$ cat src/rtl/kurt_pkg.sv
// Package for the keyed user rule table: request/response structs, codes, constants.
// No dependencies.
`default_nettype none
package kurt_pkg;
    localparam int KEY_LIMIT = 24;

    typedef enum logic [2:0] {
        FUNC_ENSURE = 3'd0,
        FUNC_REMOVE = 3'd1,
        FUNC_SET    = 3'd2,
        FUNC_READ   = 3'd3,
        FUNC_INDEX  = 3'd4
    } func_t;

    typedef struct packed {
        logic [2:0]  func;
        logic [4:0]  key_len;
        logic [63:0] key_word0;
        logic [63:0] key_word1;
        logic [63:0] key_word2;
        logic [7:0]  output_number;
        logic [7:0]  rule_in;
        logic [7:0]  slot_index;
    } req_t;

    typedef struct packed {
        logic        ok;
        logic [7:0]  rule_out;
        logic [4:0]  key_len_out;
        logic [63:0] key_out0;
        logic [63:0] key_out1;
        logic [63:0] key_out2;
        logic [4:0]  entries_used;
    } rsp_t;

    // Keep the bytes of one key word that lie below the key length.
    function automatic logic [63:0] mask_word(input logic [4:0] len, input int word,
                                              input logic [63:0] d);
        logic [63:0] m;
        m = '0;
        for (int b = 0; b < 8; b++) begin
            if (32'(len) > word * 8 + b) begin
                m[b*8 +: 8] = 8'hFF;
            end
        end
        return d & m;
    endfunction
endpackage
`default_nettype wire

$ cat src/rtl/kurt_cmp.sv
// Shared key comparator: one stored entry against the request key per cycle.
// Depends on kurt_pkg.
`default_nettype none
module kurt_cmp (
    input  wire logic [4:0]   a_len,
    input  wire logic [191:0] a_key,
    input  wire logic [4:0]   b_len,
    input  wire logic [191:0] b_key,
    output logic              hit
);
    import kurt_pkg::*;
    assign hit = (a_len == b_len) && (a_key == b_key);
endmodule
`default_nettype wire

$ cat config.mk
export PLATFORM = sky130hd
export DESIGN_NAME = kurt_cmp
export DESIGN_NICKNAME = d
export VERILOG_FILES = /design/src/rtl/kurt_pkg.sv /design/src/rtl/kurt_cmp.sv
export SDC_FILE = /design/constraint.sdc
export NUM_CORES = 1
export LEC_CHECK = 0
export BUFFER_PORTS_ARGS = -buffer_cell sky130_fd_sc_hd__buf_2
export CORE_AREA = 2 2 152 154
export DETAILED_ROUTE_END_ITERATION = 6
export DIE_AREA = 0 0 154 156
export PLACE_DENSITY = 0.46
export RECOVER_POWER = 50
export SYNTH_ARGS = -nofsm -noshare
export SYNTH_HDL_FRONTEND = slang
export SYNTH_SLANG_ARGS = --single-unit
$ cat constraint.sdc
create_clock -name vclk -period 1.8
set_input_delay 0.18 -clock vclk [all_inputs]
set_output_delay 0.18 -clock vclk [all_outputs]
set_load 0.1 [all_outputs]
Yosys cells after proc, flatten, opt, wreduce, memory -nomap -nowiden. Cells that the tools add are included.

Latch bits: 0. Memories: 0. Logic and storage cells: 3. Register bits after elaboration: 0. Bits in writable memories: 0. Bits in read-only memories: 0.

Equal/unequal tests: 2. Shift-type cells: 0. Div/mod/pow operators: 0. Multiply operators: 0. Add/sub/neg operators: 0. $lt $le $gt $ge: 0. Reductions and logical operators: 1. Bitwise gates (word level): 0. Muxes and demuxes: 0.

Operator list (number): == test 192 bit (1); == test 5 bit (1); logical AND 1 bit (1).

Longest topological paths before layout. Gate-level depths: netlist of run 1.

Depth after elaboration: 2. Depth in mapped cells: 5. Depth with buffers taken out: 5.

Worst setup path before layout of run 1. OpenSTA, ideal clock, no wires.

Kind: input-to-output. From: input port b_key[33]. To: output port hit. Data required time: 1.620 ns. Data arrival time: 2.569 ns. Buffers on the path: 0. Stages: 5. Slack: -0.949 ns. Path through: xnor2_1 nand4_1 nor4_2 nand4_1 nor4_2.

Word-level cells in the longest chain between the ends: 2.

RTL lines: start: declaration (RTL line kurt_cmp.sv:8) `input wire logic [191:0] b_key,`; == test 192 bit (RTL line kurt_cmp.sv:12) `assign hit = (a_len == b_len) && (a_key == b_key);`; logical AND 1 bit (RTL line kurt_cmp.sv:12); end: declaration (RTL line kurt_cmp.sv:9) `output logic hit`.

Every way passes these cells.

Final worst setup path of run 1.
From: input port b_key[22]. To: output port hit.

The elaborated chain is that of the path after synthesis.

==> results.py, run 1 <==
metrics = {
    "status": {
        "status": "finished, violations left",
        "failed_checks": "setup timing",
    },
    "cells_and_area": {
        "drive_gt1_frac": 0.6457,
        "design.seq.count": 0,
        "seqCellArea_sq_um": 0,
        "final_util": 0.2168,
        "areaGrowthSynthToFinish_pct": 125.2,
        "nFillCells": 2522,
        "multiInputGateArea_sq_um": 2376,
        "clkbuf_count": 0,
        "antenna_cells": 0,
        "fin_nets": 1065,
    },
    "grt": {
        "grt_start_max_net_pins": 2,
        "grt.busiest_layer": "met2",
        "grt_overflow": 0,
        "antenna_found_initial": 0,
        "grtUsageMet2": 0.2009,
        "gr-usage-met3": 0.01222,
        "met1_usage": 0.08818,
        "grt_use_total": 0.08900,
        "grt_pass1_wl_microns": 16620,
        "grt_pass1_vias": 3364,
    },
    "route": {
        "drc": 0,
        "via_per_inst": 3.521,
        "via_count": 3359,
        "drt-pass1-iter-count": 4,
        "postRouteAntennaNets": 0,
        "wire_per_inst_microns": 12.97,
        "drt-initial-drc-count": 91,
        "finalWirelength_microns": 12370,
    },
    "job": {
        "cap_viol_max_count": 0,
    },
    "critical_path": {
        "critPathRequiredTime_ns": 1.62,
        "critPathMaxStageDelay_ns": 0.34,
        "startpoint_type": "input port",
        "crit_top_cell": "nand4_1",
        "cp_cell_sequence": "buf_2, xnor2_1, nand4_1, nor4_1, nand4_1, buf_4, nor4_4, buf_12",
        "crit_arrival_ns": 1.86,
        "worst-path-buf-inv": 3,
        "crit_fanout": 1,
        "critPathCaptureType": "primary output",
        "worst_path_dominant_cell_family": "simple AND/OR/NAND/NOR gates",
        "crit_slowest_cell": "nor4_4",
        "worstSetupPathType": "in2out",
    },
    "floorplan": {
        "die_area_sq_um": 24020,
        "row_count": 55,
        "io_pins": 395,
        "fp.coreArea_sq_um": 22370,
        "die_h_microns": 156,
        "die_width_microns": 154,
        "start_util": 0.09628,
    },
    "sta": {
        "slew_headroom": 0.7728,
        "finalCritPeriodShare": 1.133,
        "finalHoldViolCount": 0,
        "fmax_mhz": 490.5,
        "worst_pin_slew_ns": 0.3398,
        "setup_violations": 1,
        "setup_tns_ns": -0.2386,
        "setup_ws_ns": -0.2386,
        "period_needed_ns": 2.039,
        "rsz0062_at_grt": "yes",
        "slew_viol_final": 0,
    },
    "place": {
        "gp_congestion": 0.7685,
        "io_buffers": 395,
        "place_ws_ns": -0.5669,
        "hpwl_microns": 11760,
    },
    "power_and_ir_drop": {
        "power.leakage_uw": 0.002210,
        "p_per_area_nw_per_um2": 222.9,
        "p_total_uw": 1081,
        "vdd_drop_max_mv": 0.06780,
    },
    "logic_synthesis": {
        "netlist_area_sq_um": 2153,
        "syn-num-nets": 659,
        "yosysSeqAreaShare": 0,
        "ys_types": 7,
        "synth_warnings": 0,
        "syn_area_per_cell_sq_um": 8.126,
        "synth_cells": 265,
    },
    "clock_network": {
        "ctsHoldBuffers": 0,
        "postCtsSetupBuffers": 0,
    },
    "hold_path": {
        "hold_depth": 7,
        "hold_path_startpoint": "a_key[142]",
        "min_to": "hit",
        "hp-class": "in2out",
    },
}
## layout by cell type (no fill, tap or decap), drive strengths merged
cell type / instances
nand2: 2
xnor2: 197
buf: 404
nand3: 2
nor4: 13
nand4: 50
nor2: 1
## synth_stat cells
library cell	number	area (sq um)
xnor2_1	197	1725
nor2_1	1	3.750
nand2_1	2	7.510
nor4_2	2	25.02
nand3_1	2	10.01
nand4_1	50	312.8
nor4_1	11	68.82
## stage by stage
stage	hold slack, ns	instance area (sq um)	std cells
6_report	0.9470	4848	954
5_1_grt	1.000	4848	954
4_1_cts	0.9817	4750	954
3_5_place_dp	1.016	4631	955
3_3_place_gp	1.019	4631	955
2_1_floorplan	0.7258	2207	265
## worst max-delay path by stage
stage / startpoint / endpoint / slack [ns] / cells past startpoint
6_report: b_key[22] / hit / -0.24 / 8
5_1_grt: b_key[82] / hit / -0.31 / 8
4_1_cts: b_key[126] / hit / -0.27 / 8
3_5_place_dp: b_key[36] / hit / -0.57 / 8
3_3_place_gp: b_key[36] / hit / -0.62 / 8
2_1_floorplan: b_key[84] / hit / -0.34 / 5
## timing repair
action | 4_1_cts | 5_1_grt
gates resized for setup | 18 | 14
pin swaps | 10 | 15
endpoints found under the setup margin | 1 | 1
## tightest hold or removal path: stages
cell	delay, ns
buf_2	0.08
xnor2_1	0.05
nand4_1	0.08
nor4_2	0.06
nand3_2	0.10
nor4_4	0.05
buf_12	0.15
## report_power, final
group | switching (uW) | internal (uW)
combinational | 415 | 666
sequential | 0 | 0
clock | 0 | 0
## cells by family (layout without fill, tap and decap cells)
kind of cell | after synthesis | count (layout) | share of synthesized area
simple gates | 68 | 68 | 0.1987
xor+xnor | 197 | 197 | 0.8013
buf+inv | 0 | 404 | 0
## layout make-up
cell class,count,share of cell area
tap,285,0.07355
multi-input combinational,265,0.4901
timing repair buffer,404,0.4364
## routing by layer
metal / up-vias / wire length, microns
met2: 229 / 7184
li1: 1731 / -
met5: - / 0
met3: 0 / 1064
met4: 0 / 0
met1: 1399 / 4123
Power figures use the tool's default switching activity.
==> run 2, diff against run 1 <==
--- a/config.mk
+++ b/config.mk
@@ -6,11 +6,11 @@
 export NUM_CORES = 1
 export LEC_CHECK = 0
 export BUFFER_PORTS_ARGS = -buffer_cell sky130_fd_sc_hd__buf_2
-export CORE_AREA = 2 2 152 154
+export CORE_AREA = 2 2 153 155
 export DETAILED_ROUTE_END_ITERATION = 6
-export DIE_AREA = 0 0 154 156
+export DIE_AREA = 0 0 155 157
 export PLACE_DENSITY = 0.46
-export RECOVER_POWER = 50
+export RECOVER_POWER = 100
 export SYNTH_ARGS = -nofsm -noshare
 export SYNTH_HDL_FRONTEND = slang
 export SYNTH_SLANG_ARGS = --single-unit
==> constraint.sdc (replaced) <==
create_clock -name vclk -period 2.2
set_input_delay 0.22 -clock vclk [all_inputs]
set_output_delay 0.22 -clock vclk [all_outputs]
set_load 0.1 [all_outputs]
==> results.py, run 2 (synthesis gave the netlist of run 1 again) <==
metrics = {
    "route": {
        "postRouteAntennaNets": 0,
        "via_count": 3344,
        "via_per_inst": 3.509,
        "drc": 0,
        "drt-pass1-iter-count": 4,
        "wire_per_inst_microns": 14.40,
        "finalWirelength_microns": 13720,
        "drt-initial-drc-count": 77,
    },
    "place": {
        "hpwl_microns": 13210,
        "io_buffers": 395,
        "gp_congestion": 0.7858,
        "placed_cell_area_sq_um": 4616,
    },
    "critical_path": {
        "critPathMaxStageDelay_ns": 0.31,
        "worst-path-buf-inv": 4,
        "startpoint_type": "input port",
        "worstSetupPathType": "in2out",
        "crit_fanout": 1,
        "crit_arrival_ns": 1.87,
        "crit_slowest_cell": "nor4_4",
        "critPathRequiredTime_ns": 1.98,
        "cp-startpoint": "b_len[4]",
        "worst_path_dominant_cell_family": "simple AND/OR/NAND/NOR gates",
        "cp_cell_sequence": "buf_2, xnor2_1, nand4_1, nor4_1, buf_4, nand3_1, buf_6, nor4_4, buf_12",
        "critPathCaptureType": "primary output",
    },
    "floorplan": {
        "row_count": 55,
        "die_width_microns": 155,
        "start_util": 0.09569,
        "fp.coreArea_sq_um": 22500,
        "die_h_microns": 157,
        "die_area_sq_um": 24340,
        "io_pins": 395,
    },
    "power_and_ir_drop": {
        "vdd_drop_max_mv": 0.06860,
        "power.leakage_uw": 0.002096,
        "p_per_area_nw_per_um2": 182.0,
    },
    "grt": {
        "grt_use_total": 0.09853,
        "grt_overflow": 0,
        "antenna_found_initial": 2,
        "grt_pass1_wl_microns": 18280,
        "grt_pass1_vias": 3546,
        "grt_start_max_net_pins": 2,
    },
    "cells_and_area": {
        "design.seq.count": 0,
        "final_common_cell": "buf_2",
        "drive_gt1_frac": 0.6228,
        "areaGrowthSynthToFinish_pct": 116.3,
        "stdcell_area_sq_um": 4658,
        "fin_nets": 1064,
        "final_cell_mix": "buf_2 (393), xnor2_1 (190), nand4_1 (50)",
        "final_util": 0.2070,
        "nFillCells": 2586,
        "antenna_cells": 0,
        "seqCellArea_sq_um": 0,
        "clkbuf_count": 0,
    },
    "hold_path": {
        "min_to": "hit",
        "hold_path_startpoint": "a_key[74]",
        "hold_depth": 7,
        "hp-class": "in2out",
    },
    "sta": {
        "slew_headroom": 0.7556,
        "period_needed_ns": 2.094,
        "finalHoldViolCount": 0,
        "setup_violations": 0,
        "fmax_mhz": 477.7,
        "worst_pin_slew_ns": 0.3640,
        "slew_viol_final": 0,
        "rsz0062_at_grt": "yes",
        "finalCritPeriodShare": 0.9516,
    },
    "job": {
        "cap_viol_max_count": 0,
    },
    "status": {
        "status": "finished clean",
    },
}
run 2: changes by cell type in the layout (fill, tap and decap cells not counted), sizes merged:
cell / change
buf: -1
run 2: tightest hold or removal path: cells and delay by family:
family / cells / cell delay [ns]
and+or+nand+nor: 4 / 0.28
buffers and inverters: 2 / 0.24
xor gates and xnor gates: 1 / 0.05
run 2: repair_timing:
action	4_1_cts	5_1_grt
resized for setup	5	2
pin swaps	7	1
setup endpoints to repair	1	1
endpoints found under the hold margin	0	0
buffers inserted	0	0
hold buffers	0	0
run 2: worst max path at each step:
stage | endpoint | slack (ns) | cells past startpoint
global route | hit | -0.08 | 9
detailed placement | hit | -0.07 | 8
CTS | hit | 0.001 | 8
floorplan | hit | -0.02 | 5
finish | hit | 0.11 | 9
global placement | hit | -0.07 | 8
run 2: cell type report:
cell class	count	area (sq um)	area share
Multi-Input combinational cell	265	2240	0.4808
Timing Repair Buffer	403	2062	0.4427
Tap cell	285	356.6	0.07655
run 2: power by group:
group | switching (uW) | leakage [uW] | internal [uW] | total [uW]
logic | 332 | 0.00210 | 516 | 848
clock network | 0 | 0 | 0 | 0
registers | 0 | 0 | 0 | 0
total | 332 | 0.00210 | 516 | 848
run 2: stage by stage:
step / hold slack [ns] / setup WS, ns / setup TNS [ns] / instances / total power (uW)
3_3_place_gp: 1.030 / -0.06553 / -0.06553 / 953 / 846.4
2_1_floorplan: 0.8058 / -0.01602 / -0.01602 / 265 / 351.4
4_1_cts: 1.042 / 0.001090 / 0 / 953 / 862.4
6_report: 1.020 / 0.1064 / 0 / 953 / 847.9
3_5_place_dp: 1.035 / -0.07090 / -0.07090 / 953 / 852.7
5_1_grt: 1.074 / -0.07719 / -0.07719 / 953 / 920.1
run 2: routing by layer:
layer,global-route usage,part of all wire,vias up
met1,0.1047,0.37,1375
li1,-,-,1729
met2,0.2076,0.53,234
met4,0.004850,0.0044,2
met5,0,0.0010,-
met3,0.01790,0.093,4
==> run 3, diff against run 2 <==
--- a/config.mk
+++ b/config.mk
@@ -6,10 +6,12 @@
 export NUM_CORES = 1
 export LEC_CHECK = 0
 export BUFFER_PORTS_ARGS = -buffer_cell sky130_fd_sc_hd__buf_2
-export CORE_AREA = 2 2 153 155
+export CELL_PAD_IN_SITES_DETAIL_PLACEMENT = 1
+export CELL_PAD_IN_SITES_GLOBAL_PLACEMENT = 1
+export CORE_AREA = 2 2 155 157
 export DETAILED_ROUTE_END_ITERATION = 6
-export DIE_AREA = 0 0 155 157
-export PLACE_DENSITY = 0.46
+export DIE_AREA = 0 0 157 159
+export PLACE_DENSITY = 0.64
 export RECOVER_POWER = 100
 export SYNTH_ARGS = -nofsm -noshare
 export SYNTH_HDL_FRONTEND = slang
==> results.py, run 3 (synthesis gave the netlist of run 1 again) <==
metrics = {
    "cells_and_area": {
        "layout.cells.non_filler": 983,
        "nFillCells": 2909,
        "antenna_cells": 0,
        "areaGrowthSynthToFinish_pct": 123.9,
        "seqCellArea_sq_um": 0,
        "drive_gt1_frac": 0.6355,
        "final_common_cell": "buf_2",
        "final_cell_mix": "buf_2 (388), xnor2_1 (180), nand4_1 (50), xnor2_2 (15), nor4_1 (7)",
        "clkbuf_count": 0,
        "design.seq.count": 0,
        "final_util": 0.2079,
        "fin_nets": 1060,
    },
    "route": {
        "finalWirelength_microns": 12970,
        "drc": 0,
        "postRouteAntennaNets": 0,
        "routed-wl-met3_microns": 1348,
        "drt-pass1-iter-count": 4,
        "via_per_inst": 3.540,
        "wl_met1_microns": 4491,
        "routed-wl-met2_microns": 7076,
        "via_count": 3480,
        "drt-initial-drc-count": 39,
        "wire_per_inst_microns": 13.19,
        "highest-signal-layer": "met4",
    },
    "critical_path": {
        "worstSetupPathType": "in2out",
        "critPathCaptureType": "primary output",
        "startpoint_type": "input port",
        "crit_fanout": 1,
        "crit_arrival_ns": 1.91,
        "critPathRequiredTime_ns": 1.98,
    },
    "floorplan": {
        "fp.coreArea_sq_um": 23190,
        "die_width_microns": 157,
        "start_util": 0.09285,
        "die_area_sq_um": 24960,
        "die_h_microns": 159,
        "row_count": 56,
        "io_pins": 395,
    },
    "sta": {
        "finalHoldViolCount": 0,
        "finalCritPeriodShare": 0.9677,
        "slew_viol_final": 0,
        "period_needed_ns": 2.129,
        "rsz0062_at_grt": "yes",
        "worst_pin_slew_ns": 0.3594,
        "fmax_mhz": 469.7,
        "setup_violations": 0,
        "slew_headroom": 0.7586,
        "setup_ws_ns": 0.07100,
    },
    "clock_network": {
        "postCtsSetupBuffers": 0,
        "ctsHoldBuffers": 0,
    },
    "grt": {
        "grt_overflow": 0,
        "grt_start_max_net_pins": 2,
        "grt_use_total": 0.09256,
        "grt_pass1_vias": 3816,
        "grt_pass1_wl_microns": 18260,
        "antenna_found_initial": 0,
    },
    "hold_path": {
        "hold_depth": 7,
        "hp-class": "in2out",
    },
    "place": {
        "place_inst": 983,
        "gp_congestion": 0.7702,
        "io_buffers": 395,
        "hpwl_microns": 12560,
        "place_ws_ns": -0.2467,
    },
    "status": {
        "status": "finished clean",
    },
    "power_and_ir_drop": {
        "power.leakage_uw": 0.002170,
        "p_per_area_nw_per_um2": 179.2,
        "p_total_uw": 863.9,
        "vdd_drop_max_mv": 0.06509,
    },
    "job": {
        "cap_viol_max_count": 0,
    },
}
-- run 3: worst paths after layout --
| check | from | endpoint |
|---|---|---|
| worst max-delay path | b_key[18] | hit |
| worst min-delay path | a_key[180] | hit |
-- run 3: power by group --
part	switching (uW)	internal, uW	total, uW	leakage (uW)
Sequential	0	0	0	0
Clock	0	0	0	0
Combinational	330	534	864	0.00217
-- run 3: layer usage --
metal	up-vias	global-route usage
met1	1515	0.09190
li1	1721	-
met2	242	0.2000
met5	-	0
met3	2	0.01715
met4	0	0.004587
-- run 3: metrics by stage --
step                hold slack [ns]  area [sq um]   TNS, ns
finish                        1.061          4821         0
global route                  1.108          4821  -0.05159
CTS                           1.116          4673         0
detailed placement            1.107          4628   -0.2467
global placement              1.094          4628   -0.2549
floorplan                    0.8058          2207  -0.01602
-- run 3: what timing repair did --
| action | in CTS | in global routing |
|---|---|---|
| gates cloned | 0 | 0 |
| setup endpoints to repair | 1 | 1 |
| resized for setup | 6 | 22 |
| pin swaps | 5 | 11 |
-- run 3: critical path: stages --
cell     delay, ns
buf_2         0.11
xnor2_2       0.20
nand4_1       0.17
nor4_2        0.25
buf_4         0.15
nand4_1       0.18
nor4_4        0.41
buf_12        0.22
-- run 3: cell type report --
cell class / count / area, sq um / share of cell area
Multi-Input combinational cell: 265 / 2355 / 0.4885
Tap cell: 319 / 399.1 / 0.08279
Timing Repair Buffer: 399 / 2067 / 0.4288
